===== config.mk =====
export PLATFORM = sky130hd
export DESIGN_NAME = interrupt_priority_queue
export DESIGN_NICKNAME = d
export VERILOG_FILES = /design/src/rtl/ipq_pkg.sv /design/src/rtl/ipq_ctrl.sv /design/src/rtl/ipq_datapath.sv /design/src/rtl/interrupt_priority_queue.sv
export SDC_FILE = /design/constraint.sdc
export NUM_CORES = 1
export LEC_CHECK = 0
export BUFFER_PORTS_ARGS = -buffer_cell sky130_fd_sc_hd__clkbuf_2
export CORE_UTILIZATION = 50
export DETAILED_ROUTE_END_ITERATION = 6
export GPL_TIMING_DRIVEN = 1
export PLACE_DENSITY = 0.66
export SLEW_MARGIN = 0
export SYNTH_ARGS = -nofsm -noshare
export SYNTH_HDL_FRONTEND = slang
export SYNTH_SLANG_ARGS = --single-unit

===== constraint.sdc =====
create_clock -name clk_i -period 4.52 [get_ports clk_i]
set_input_delay 1.13 -clock clk_i [delete_from_list [all_inputs] [get_ports clk_i]]
set_output_delay 1.13 -clock clk_i [all_outputs]
set_load 0.05 [all_outputs]

===== src/rtl/ipq_pkg.sv =====
// Package: shared types, constants and the priority compare for the interrupt queue.
`default_nettype none
package ipq_pkg;

  // Queue geometry
  localparam int unsigned QueueDepth = 16;
  localparam int unsigned IdW        = (QueueDepth > 1) ? $clog2(QueueDepth) : 1;
  localparam int unsigned CntW       = $clog2(QueueDepth + 1);

  // Fixed field widths of the item channels
  localparam int unsigned HandlerW   = 8;
  localparam int unsigned DispIdW    = 4;
  localparam int unsigned PendW      = 5;

  // Item kinds
  localparam logic KindRaise   = 1'b0;
  localparam logic KindService = 1'b1;

  typedef struct packed {
    logic                kind;
    logic                is_maskable;
    logic [HandlerW-1:0] handler_index;
    logic                interrupts_disabled;
  } in_item_t;

  typedef struct packed {
    logic                dispatched;
    logic [HandlerW-1:0] dispatch_handler;
    logic [DispIdW-1:0]  dispatch_id;
    logic                overflow;
    logic [PendW-1:0]    pending_count;
  } out_item_t;

  typedef struct packed {
    logic                maskable;
    logic [HandlerW-1:0] handler;
    logic [IdW-1:0]      id;
  } entry_t;

  // Controller to datapath commands
  typedef struct packed {
    logic load;   // capture the accepted item
    logic exec;   // update the queue and write the result register
  } ipq_cmd_t;

  typedef enum logic [0:0] {
    StIdle,
    StExec
  } ctrl_state_e;

  // True when entry a has higher priority than entry b
  function automatic logic goes_before(logic am, logic [IdW-1:0] aid,
                                       logic bm, logic [IdW-1:0] bid);
    logic res;
    if (am != bm) begin
      res = (am < bm);
    end else begin
      res = (aid < bid);
    end
    return res;
  endfunction

endpackage
`default_nettype wire


===== src/rtl/ipq_ctrl.sv =====
// Controller: accept and execute sequencing plus the result valid flag.
`default_nettype none
module ipq_ctrl (
  input  wire logic              clk_i,
  input  wire logic              rst_ni,
  input  wire logic              in_valid_i,
  output logic                   in_ready_o,
  output logic                   out_valid_o,
  input  wire logic              out_ready_i,
  output ipq_pkg::ipq_cmd_t      cmd_o
);

  ipq_pkg::ctrl_state_e state_q, state_d;
  logic                 out_valid_q, out_valid_d;
  logic                 slot_free;

  // Result register can take a new item when empty or being drained
  assign slot_free = !out_valid_q || out_ready_i;

  // Next state
  always_comb begin
    state_d = state_q;
    unique case (state_q)
      ipq_pkg::StIdle: begin
        if (in_valid_i) begin
          state_d = ipq_pkg::StExec;
        end
      end
      ipq_pkg::StExec: begin
        if (slot_free) begin
          state_d = ipq_pkg::StIdle;
        end
      end
      default: state_d = ipq_pkg::StIdle;
    endcase
  end

  // Outputs
  always_comb begin
    in_ready_o = 1'b0;
    cmd_o      = '0;
    unique case (state_q)
      ipq_pkg::StIdle: begin
        in_ready_o = 1'b1;
        cmd_o.load = in_valid_i;
      end
      ipq_pkg::StExec: begin
        cmd_o.exec = slot_free;
      end
      default: begin
        in_ready_o = 1'b0;
      end
    endcase
  end

  // Set valid on execute, drop it once the item is taken
  always_comb begin
    out_valid_d = out_valid_q;
    if (cmd_o.exec) begin
      out_valid_d = 1'b1;
    end else if (out_ready_i) begin
      out_valid_d = 1'b0;
    end
  end

  always_ff @(posedge clk_i or negedge rst_ni) begin
    if (!rst_ni) begin
      state_q     <= ipq_pkg::StIdle;
      out_valid_q <= 1'b0;
    end else begin
      state_q     <= state_d;
      out_valid_q <= out_valid_d;
    end
  end

  assign out_valid_o = out_valid_q;

endmodule
`default_nettype wire


===== src/rtl/ipq_datapath.sv =====
// Datapath: sorted shift-register queue, entry count, item and result registers.
`default_nettype none
module ipq_datapath (
  input  wire logic                clk_i,
  input  wire logic                rst_ni,
  input  wire ipq_pkg::ipq_cmd_t   cmd_i,
  input  wire ipq_pkg::in_item_t   in_item_i,
  output ipq_pkg::out_item_t       out_item_o
);

  localparam int unsigned Depth = ipq_pkg::QueueDepth;

  ipq_pkg::in_item_t          item_q;
  ipq_pkg::entry_t            entry_q [Depth];
  ipq_pkg::entry_t            entry_d [Depth];
  ipq_pkg::entry_t            new_entry;
  logic [ipq_pkg::CntW-1:0]   count_q, count_d;
  ipq_pkg::out_item_t         res_q, res_d;
  logic [Depth-1:0]           ahead;
  logic [Depth-1:0]           ins_at;
  logic                       is_raise;
  logic                       full;
  logic                       pop_ok;
  logic                       do_insert;
  logic                       do_pop;

  assign is_raise  = (item_q.kind == ipq_pkg::KindRaise);
  assign full      = (count_q == ipq_pkg::CntW'(Depth));
  assign pop_ok    = (count_q != '0) &&
                     !(item_q.interrupts_disabled && entry_q[0].maskable);
  assign do_insert = cmd_i.exec && is_raise && !full;
  assign do_pop    = cmd_i.exec && !is_raise && pop_ok;

  // New entry takes the current count as its id
  always_comb begin
    new_entry.maskable = item_q.is_maskable;
    new_entry.handler  = item_q.handler_index;
    new_entry.id       = ipq_pkg::IdW'(count_q);
  end

  // Per-slot priority compare against the new entry
  always_comb begin
    for (int k = 0; k < Depth; k++) begin
      ahead[k] = (ipq_pkg::CntW'(k) < count_q) &&
                 ipq_pkg::goes_before(new_entry.maskable, new_entry.id,
                                      entry_q[k].maskable, entry_q[k].id);
    end
  end

  // Mark slots at or after the insertion point (first hit, else the tail)
  always_comb begin
    ins_at[0] = ahead[0] || (count_q == '0);
    for (int k = 1; k < Depth; k++) begin
      ins_at[k] = ins_at[k-1] || ahead[k] || (count_q == ipq_pkg::CntW'(k));
    end
  end

  // Slot update: insert with shift up, or pop with shift down
  always_comb begin
    for (int k = 0; k < Depth; k++) begin
      entry_d[k] = entry_q[k];
      if (do_insert) begin
        if (k > 0 && ins_at[(k > 0) ? k-1 : 0]) begin
          entry_d[k] = entry_q[(k > 0) ? k-1 : 0];
        end else if (ins_at[k]) begin
          entry_d[k] = new_entry;
        end
      end else if (do_pop && (k < Depth - 1)) begin
        entry_d[k] = entry_q[(k < Depth - 1) ? k+1 : k];
      end
    end
  end

  // Count and result
  always_comb begin
    count_d = count_q;
    res_d   = res_q;
    if (cmd_i.exec) begin
      res_d = '0;
      if (is_raise) begin
        res_d.overflow = full;
        if (!full) begin
          count_d = count_q + ipq_pkg::CntW'(1);
        end
      end else if (pop_ok) begin
        res_d.dispatched       = 1'b1;
        res_d.dispatch_handler = entry_q[0].handler;
        res_d.dispatch_id      = ipq_pkg::DispIdW'(entry_q[0].id);
        count_d                = count_q - ipq_pkg::CntW'(1);
      end
      res_d.pending_count = ipq_pkg::PendW'(count_d);
    end
  end

  // Control state
  always_ff @(posedge clk_i or negedge rst_ni) begin
    if (!rst_ni) begin
      count_q <= '0;
    end else begin
      count_q <= count_d;
    end
  end

  // Payload registers
  always_ff @(posedge clk_i) begin
    if (cmd_i.load) begin
      item_q <= in_item_i;
    end
    res_q <= res_d;
    for (int k = 0; k < Depth; k++) begin
      entry_q[k] <= entry_d[k];
    end
  end

  assign out_item_o = res_q;

endmodule
`default_nettype wire


===== src/rtl/interrupt_priority_queue.sv =====
// Top level: sorted interrupt priority queue, controller plus datapath.
// Flow: an accepted item is captured, then executed into the result register; input ready
//   drops until execute is done, so a new item is taken only after the last one has executed;
//   execute waits while an earlier result is still held on the output.
// Reset: asynchronous active low; clears the entry count, state and result valid.
//   Queue slots are not cleared; only slots below the count are ever read.
`default_nettype none
module interrupt_priority_queue (
  input  wire logic                clk_i,
  input  wire logic                rst_ni,
  input  wire logic                in_valid_i,
  output logic                     in_ready_o,
  input  wire ipq_pkg::in_item_t   in_item_i,
  output logic                     out_valid_o,
  input  wire logic                out_ready_i,
  output ipq_pkg::out_item_t       out_item_o
);

  ipq_pkg::ipq_cmd_t cmd;

  ipq_ctrl u_ctrl (
    .clk_i       (clk_i),
    .rst_ni      (rst_ni),
    .in_valid_i  (in_valid_i),
    .in_ready_o  (in_ready_o),
    .out_valid_o (out_valid_o),
    .out_ready_i (out_ready_i),
    .cmd_o       (cmd)
  );

  ipq_datapath u_datapath (
    .clk_i      (clk_i),
    .rst_ni     (rst_ni),
    .cmd_i      (cmd),
    .in_item_i  (in_item_i),
    .out_item_o (out_item_o)
  );

endmodule
`default_nettype wire


# ---- After elaboration in Yosys (flattened, before gate mapping)
# Memories as Yosys holds them, arrays and structs flattened.
# Cells that the tools add are included.
dict set report classes {
  add_sub_neg 2
  order_cmp 48
  eq_ne 32
  n_mux 90
  bitwise 2
  n_reduce_logical 61
}
# cell count
set ops {}
lappend ops {{13-bit two-way mux} 63}
lappend ops {{4-bit < comparator} 16}
lappend ops {{5-bit by 4-bit == test with 1-bit output, second input constant} 8}
lappend ops {{4-bit by 5-bit < comparator with 1-bit output, first input constant} 8}
lappend ops {{1-bit logical OR} 32}
lappend ops {{1-bit two-way mux} 23}
lappend ops {{1-bit logical AND} 22}
lappend ops {{5-bit by 3-bit == test with 1-bit output, second input constant} 4}
lappend ops {{3-bit by 5-bit < comparator with 1-bit output, first input constant} 4}
lappend ops {{1-bit < comparator} 16}
lappend ops {{1-bit inequality test} 16}
lappend ops {{5-bit two-way mux} 3}
lappend ops {{5-bit by 2-bit == test with 1-bit output, second input constant} 2}
lappend ops {{1-bit by 5-bit < comparator with 1-bit output, first input constant} 2}
lappend ops {{2-bit by 5-bit < comparator with 1-bit output, first input constant} 2}
lappend ops {{5-bit by 1-bit adder with 5-bit output, second input constant} 1}
lappend ops {{5-bit by 1-bit == test with 1-bit output, second input constant} 1}
lappend ops {{5-bit == test, second input constant} 1}
lappend ops {{5-bit zero test} 1}
lappend ops {{5-bit nonzero test} 1}
lappend ops {{5-bit by 1-bit subtractor with 5-bit output, second input constant} 1}
lappend ops {{1-bit zero test} 3}
lappend ops {{1-bit NOT} 2}
lappend ops {{1-bit case mux with 2 select lines} 1}
lappend ops {{other kinds (2)} 2}
dict set report word_totals {
  ff_bits 37
  ramBits 208
  in_bits 15
  output_inout_bits 21
  elab_cells 248
  mem_count 1
}
# memory words word_bits read_ports rd_clocked_by_memory_dff write_ports line_no
set memory_table {}
lappend memory_table {u_datapath.entry_q 16 13 16 0 16 ipq_datapath.sv:14} ;# ipq_pkg::entry_t entry_q [Depth];

# ---- Longest topological paths before layout
dict set report logic_depth {
  depth_word 37
  depth_mapped 12
  depth_no_buf 10
}

# ---- Cells and area by module
# A second synthesis with hierarchy kept.
dict set report unflattened {
  cells_unflattened 1318
  area_unflattened_um2 13873.3
}
# mod n_inst cells_each area_each_um2 seq_area_each_um2
set by_module_without_submodules {}
lappend by_module_without_submodules {ipq_datapath 1 1309 13772.0 7272.0}
lappend by_module_without_submodules {ipq_ctrl 1 9 101.3 50.0}

# ---- Worst setup path after synthesis
# OpenSTA, ideal clock, no wires.
dict set report synth_timing {
  kind {input to register}
  from {in out_ready_i}
  to {mem u_datapath.entry_q[5][0] (netlist name), enable pin}
  arrival_time_ns 3.428
  setup_slack_ns 0.705
  stages 6
  path_buffers 2
  path_cell_list {nand2b_1 -> and2_1 -> clkbuf_1 -> o21ai_1 -> clkbuf_1 -> a21oi_1}
}
# element line_no
set synth_lines {}
lappend synth_lines {{from (decl)} interrupt_priority_queue.sv:15} ;# input wire logic out_ready_i,
lappend synth_lines {{to (decl)} ipq_datapath.sv:14}

==> impl_metrics.csv <==
group,metric,value,unit
route,routed.top_layer,"met4",
synthesis,synth_xor_area_share,0.377,%
cts,clkLatencyLatePin,0.56,ns
placed_design,place.port_buffers,35,
floorplanning,io_pins,36,
cts,numCtsBuffers,27,
cts,cts_tree,"done",
cells_and_area,final_cell_mix,"edfxtp_1 (238), nand2_1 (226), o21ai_0 (112)",
sta,tightest_slew,1.22,ns
flow_run,maxCapViolations,0,
synthesis,synthFlopType,"edfxtp_1",
worst_setup_path,cpPeakStageDelay,0.89,ns
synthesis,syn_area,13900,sq um
route,wl_per_cell,21.1,microns
sta,slew_headroom,18.3,%
synthesis,yosysTopAreaCell,"edfxtp_1",
sta,period_share,87.2,%
worst_setup_path,cpMostUsedCell,"buf_4",
sta,finalSetupViolCount,0,
route,drc_errors,0,
pwr,ir_drop,0.000386,V
route,drtIter0Drc,1020,
route,vias,10500,
pwr,p_switching,0.00525,W
route,viasPerCell,6.05,
route,met2_length,17100,microns
route,wl_met1,16700,microns
synthesis,ys_seq_area_share,52.6,%
pwr,cellPowerDensity,799,nW/um^2
cts,path_clk_slew,0.06,ns
floorplanning,dieArea,28500,sq um
global_route,grt_max_degree,137,
pwr,power_leakage,6.06,nW
cts,cts_max_path_buffers,3,
cells_and_area,final_net_count,1426,
synthesis,postSynthAreaPerCell,10.5,sq um
worst_setup_path,r2r-start,"u_datapath.count_q[3]$_DFFE_PN0P_",
worst_setup_path,cp_max_fo,31,
worst_setup_path,rr_worst_depth,11,
cts,cts_hold_buffers,0,
sta,setup_tns,0,ns
route,final_antenna_net_count,0,
worst_setup_path,cp-end-kind,"register",
cells_and_area,num_antenna_cells,0,
synthesis,synth_edf_count,238,
synthesis,synthCells,1323,
pwr,comb_power_share,45.7,%
cells_and_area,mostFrequentLayoutCell,"edfxtp_1",
worst_setup_path,rrSetupSlack,0.58,ns
global_route,gr-total-overflow,0,
sta,max_freq,254,MHz
cells_and_area,synthToLayoutAreaGrowth,10.9,%
synthesis,synth-simple-area-share,13.9,%
placed_design,place_congestion,0.970,
floorplanning,rows,60,
worst_setup_path,worst_path_max_delay_cell,"dfrtp_2",
floorplanning,start_util,51.3,%
cts,cts_setup_buffers,0,
worst_setup_path,crit_required,4.81,ns
worst_setup_path,r2r-end,"u_datapath.entry_q[13][9]$_DFFE_PP_",
sta,finalHoldViolCount,0,
global_route,grt_pass1_vias,10300,
global_route,grt_pass1_wl,57300,microns
cts,htree_levels,1,
route,route.met3.wl,2000,microns
synthesis,ys_ff_latch,245,
floorplanning,core_area,27200,sq um
floorplanning,dieWidth,169,microns
synthesis,synth_top_family_by_area,"simple AND/OR/NAND/NOR gates",
cts,cts_resized,0,
synthesis,synth.top_cell.area_share,51.3,%
placed_design,dpl.hpwl,25100,microns
pwr,pwr-share-seq,36.4,%
floorplanning,die_h,169,microns
cts,cts_num_sinks,245,
synthesis,synth-adder-area-share,6.20,%
global_route,antenna_found_initial,0,
synthesis,muxShareOfSynthArea,8.21,%
synthesis,ys_types,73,
worst_setup_path,start_kind,"register",
synthesis,synth_compound_area_share,13.7,%
pwr,internal_power,0.00709,W
status,status,"complete, no violations",
sta,period_minus_slack,3.94,ns
worst_setup_path,path_cells,"buf_4 > ha_1 > nand2b_1 > a2111oi_0 > a211oi_2 > o211ai_1 > nor2_1 > and4_1 > buf_4 > mux2i_1 > o21ai_1",
pwr,p_clk_share,17.8,%
placed_design,post-place-ws,0.641,ns
synthesis,synth_warnings,0,
route,drt-pass1-iter-count,6,
sta,skew,0.00935,ns
synthesis,async_flop_share,2.86,%
synthesis,synth_area_leaders,"edfxtp_1 (51%), mux2i_1 (7.4%), ha_1 (6.2%)",
synthesis,syn-num-nets,1407,
route,wl,36600,microns
worst_setup_path,worstSetupPathType,"register to register",
pwr,switching_share,42.5,%
sta,layout_setup_ws,0.580,ns
worst_setup_path,cp.arrival,4.23,ns
global_route,track_usage,25.7,%
cells_and_area,drive_gt1_share,11.5,%
min_path,hold_class,"input port to async pin",
sta,maxSlewViolCount,0,
cts,root_buffer,"clkbuf_16",
sta,rsz0062_at_grt,"no",
## state kept, by name (all words and copies together), names as in the netlist
signal / cells
u_ctrl.out_valid_o: 1
u_datapath.item_q: 11
u_datapath.entry_q: 208
u_ctrl.state_q: 1
u_datapath.out_item_o: 19
u_datapath.count_q: 5
## per-stage QoR
stage / utilization (%) / total power, W / hold slack, ns / instance area [sq um] / cells
6_report: 56.9 / 0.0123 / 0.427 / 15400 / 1734
5_1_grt: 56.9 / 0.0131 / 0.429 / 15400 / 1734
4_1_cts: 56.9 / 0.0123 / 0.420 / 15400 / 1734
3_5_place_dp: 53.7 / 0.0101 / 0.491 / 14600 / 1685
3_3_place_gp: 53.7 / 0.00994 / 0.481 / 14600 / 1685
2_1_floorplan: - / 0.00833 / 0.498 / 13900 / 1323
## per-layer routing
layer	vias to the layer above	track usage [%]
li1	4884	-
met1	5196	36.9
met2	361	41.4
met3	58	3.09
met4	0	6.36
met5	-	0
## power by group through the flow
stage          Clock, W  Combinational (W)  Sequential [W]
2_1_floorplan         0            0.00385         0.00448
3_3_place_gp          0            0.00543         0.00450
4_1_cts         0.00224            0.00560         0.00448
6_report        0.00220            0.00564         0.00449
3_5_place_dp          0            0.00557         0.00452
5_1_grt         0.00231            0.00619         0.00458
## worst max path at each step
stage               depth (start not counted)                                    to  slack, ns                               from
floorplan                                   6    u_datapath.entry_q[5][0]$_DFFE_PP_       0.70                        out_ready_i
global placement                            9   u_datapath.entry_q[10][5]$_DFFE_PP_       0.72  u_datapath.count_q[3]$_DFFE_PN0P_
detailed placement                          9   u_datapath.entry_q[10][5]$_DFFE_PP_       0.64  u_datapath.count_q[3]$_DFFE_PN0P_
CTS                                        10   u_datapath.entry_q[10][6]$_DFFE_PP_       0.62  u_datapath.count_q[3]$_DFFE_PN0P_
global route                               10  u_datapath.entry_q[10][10]$_DFFE_PP_       0.18  u_datapath.count_q[3]$_DFFE_PN0P_
finish                                     11   u_datapath.entry_q[13][9]$_DFFE_PP_       0.58  u_datapath.count_q[3]$_DFFE_PN0P_
## cell usage after synthesis (all sizes together) (2+ instances only)
master / number
a2111oi: 3
nand4: 2
ha: 69
nand3b: 3
or3b: 2
a31oi: 22
o221ai: 17
o2111ai: 2
xor2: 2
and3: 10
nand3: 62
o21ai: 134
a221oi: 4
mux2i: 103
o22a: 2
or2: 2
o21a: 3
nor2: 57
buf: 34
a21o: 4
o2111a: 2
nand2: 228
a211oi: 8
xnor2: 4
a21oi: 48
nor4: 2
mux2: 10
nand2b: 14
edfxtp: 238
o211ai: 44
and2: 5
a22o: 2
dfrtp: 7
nor2b: 15
and4: 2
clkbuf: 63
nor3: 9
nor3b: 2
o32ai: 2
inv: 65
## layout make-up
cell class                      instances  area [sq um]
Clock buffer                           32           694
Clock inverter                         17           171
Fill cell                            2419         11700
Inverter                               66           248
Multi-Input combinational cell        915          5930
Sequential cell                       245          7320
Tap cell                              372           465
Timing Repair Buffer                   87           616
## kinds of logic after synthesis
family	after synthesis
DFF	245
muxes	113
adders and majority gates	69
buffers and inverters	163
AOI/OAI and AO/OA	307
and+or+nand+nor	420
xor gates and xnor gates	6
## worst max-delay path: cells and delay by family (launching register included)
kind | cells | cell delay [ns]
compound gates | 4 | 0.79
fa+ha+maj | 1 | 0.17
buf+inv | 2 | 0.63
flops | 1 | 0.89
mux | 1 | 0.21
simple gates | 3 | 0.96
No activity file was read; power rests on OpenSTA's default activity.
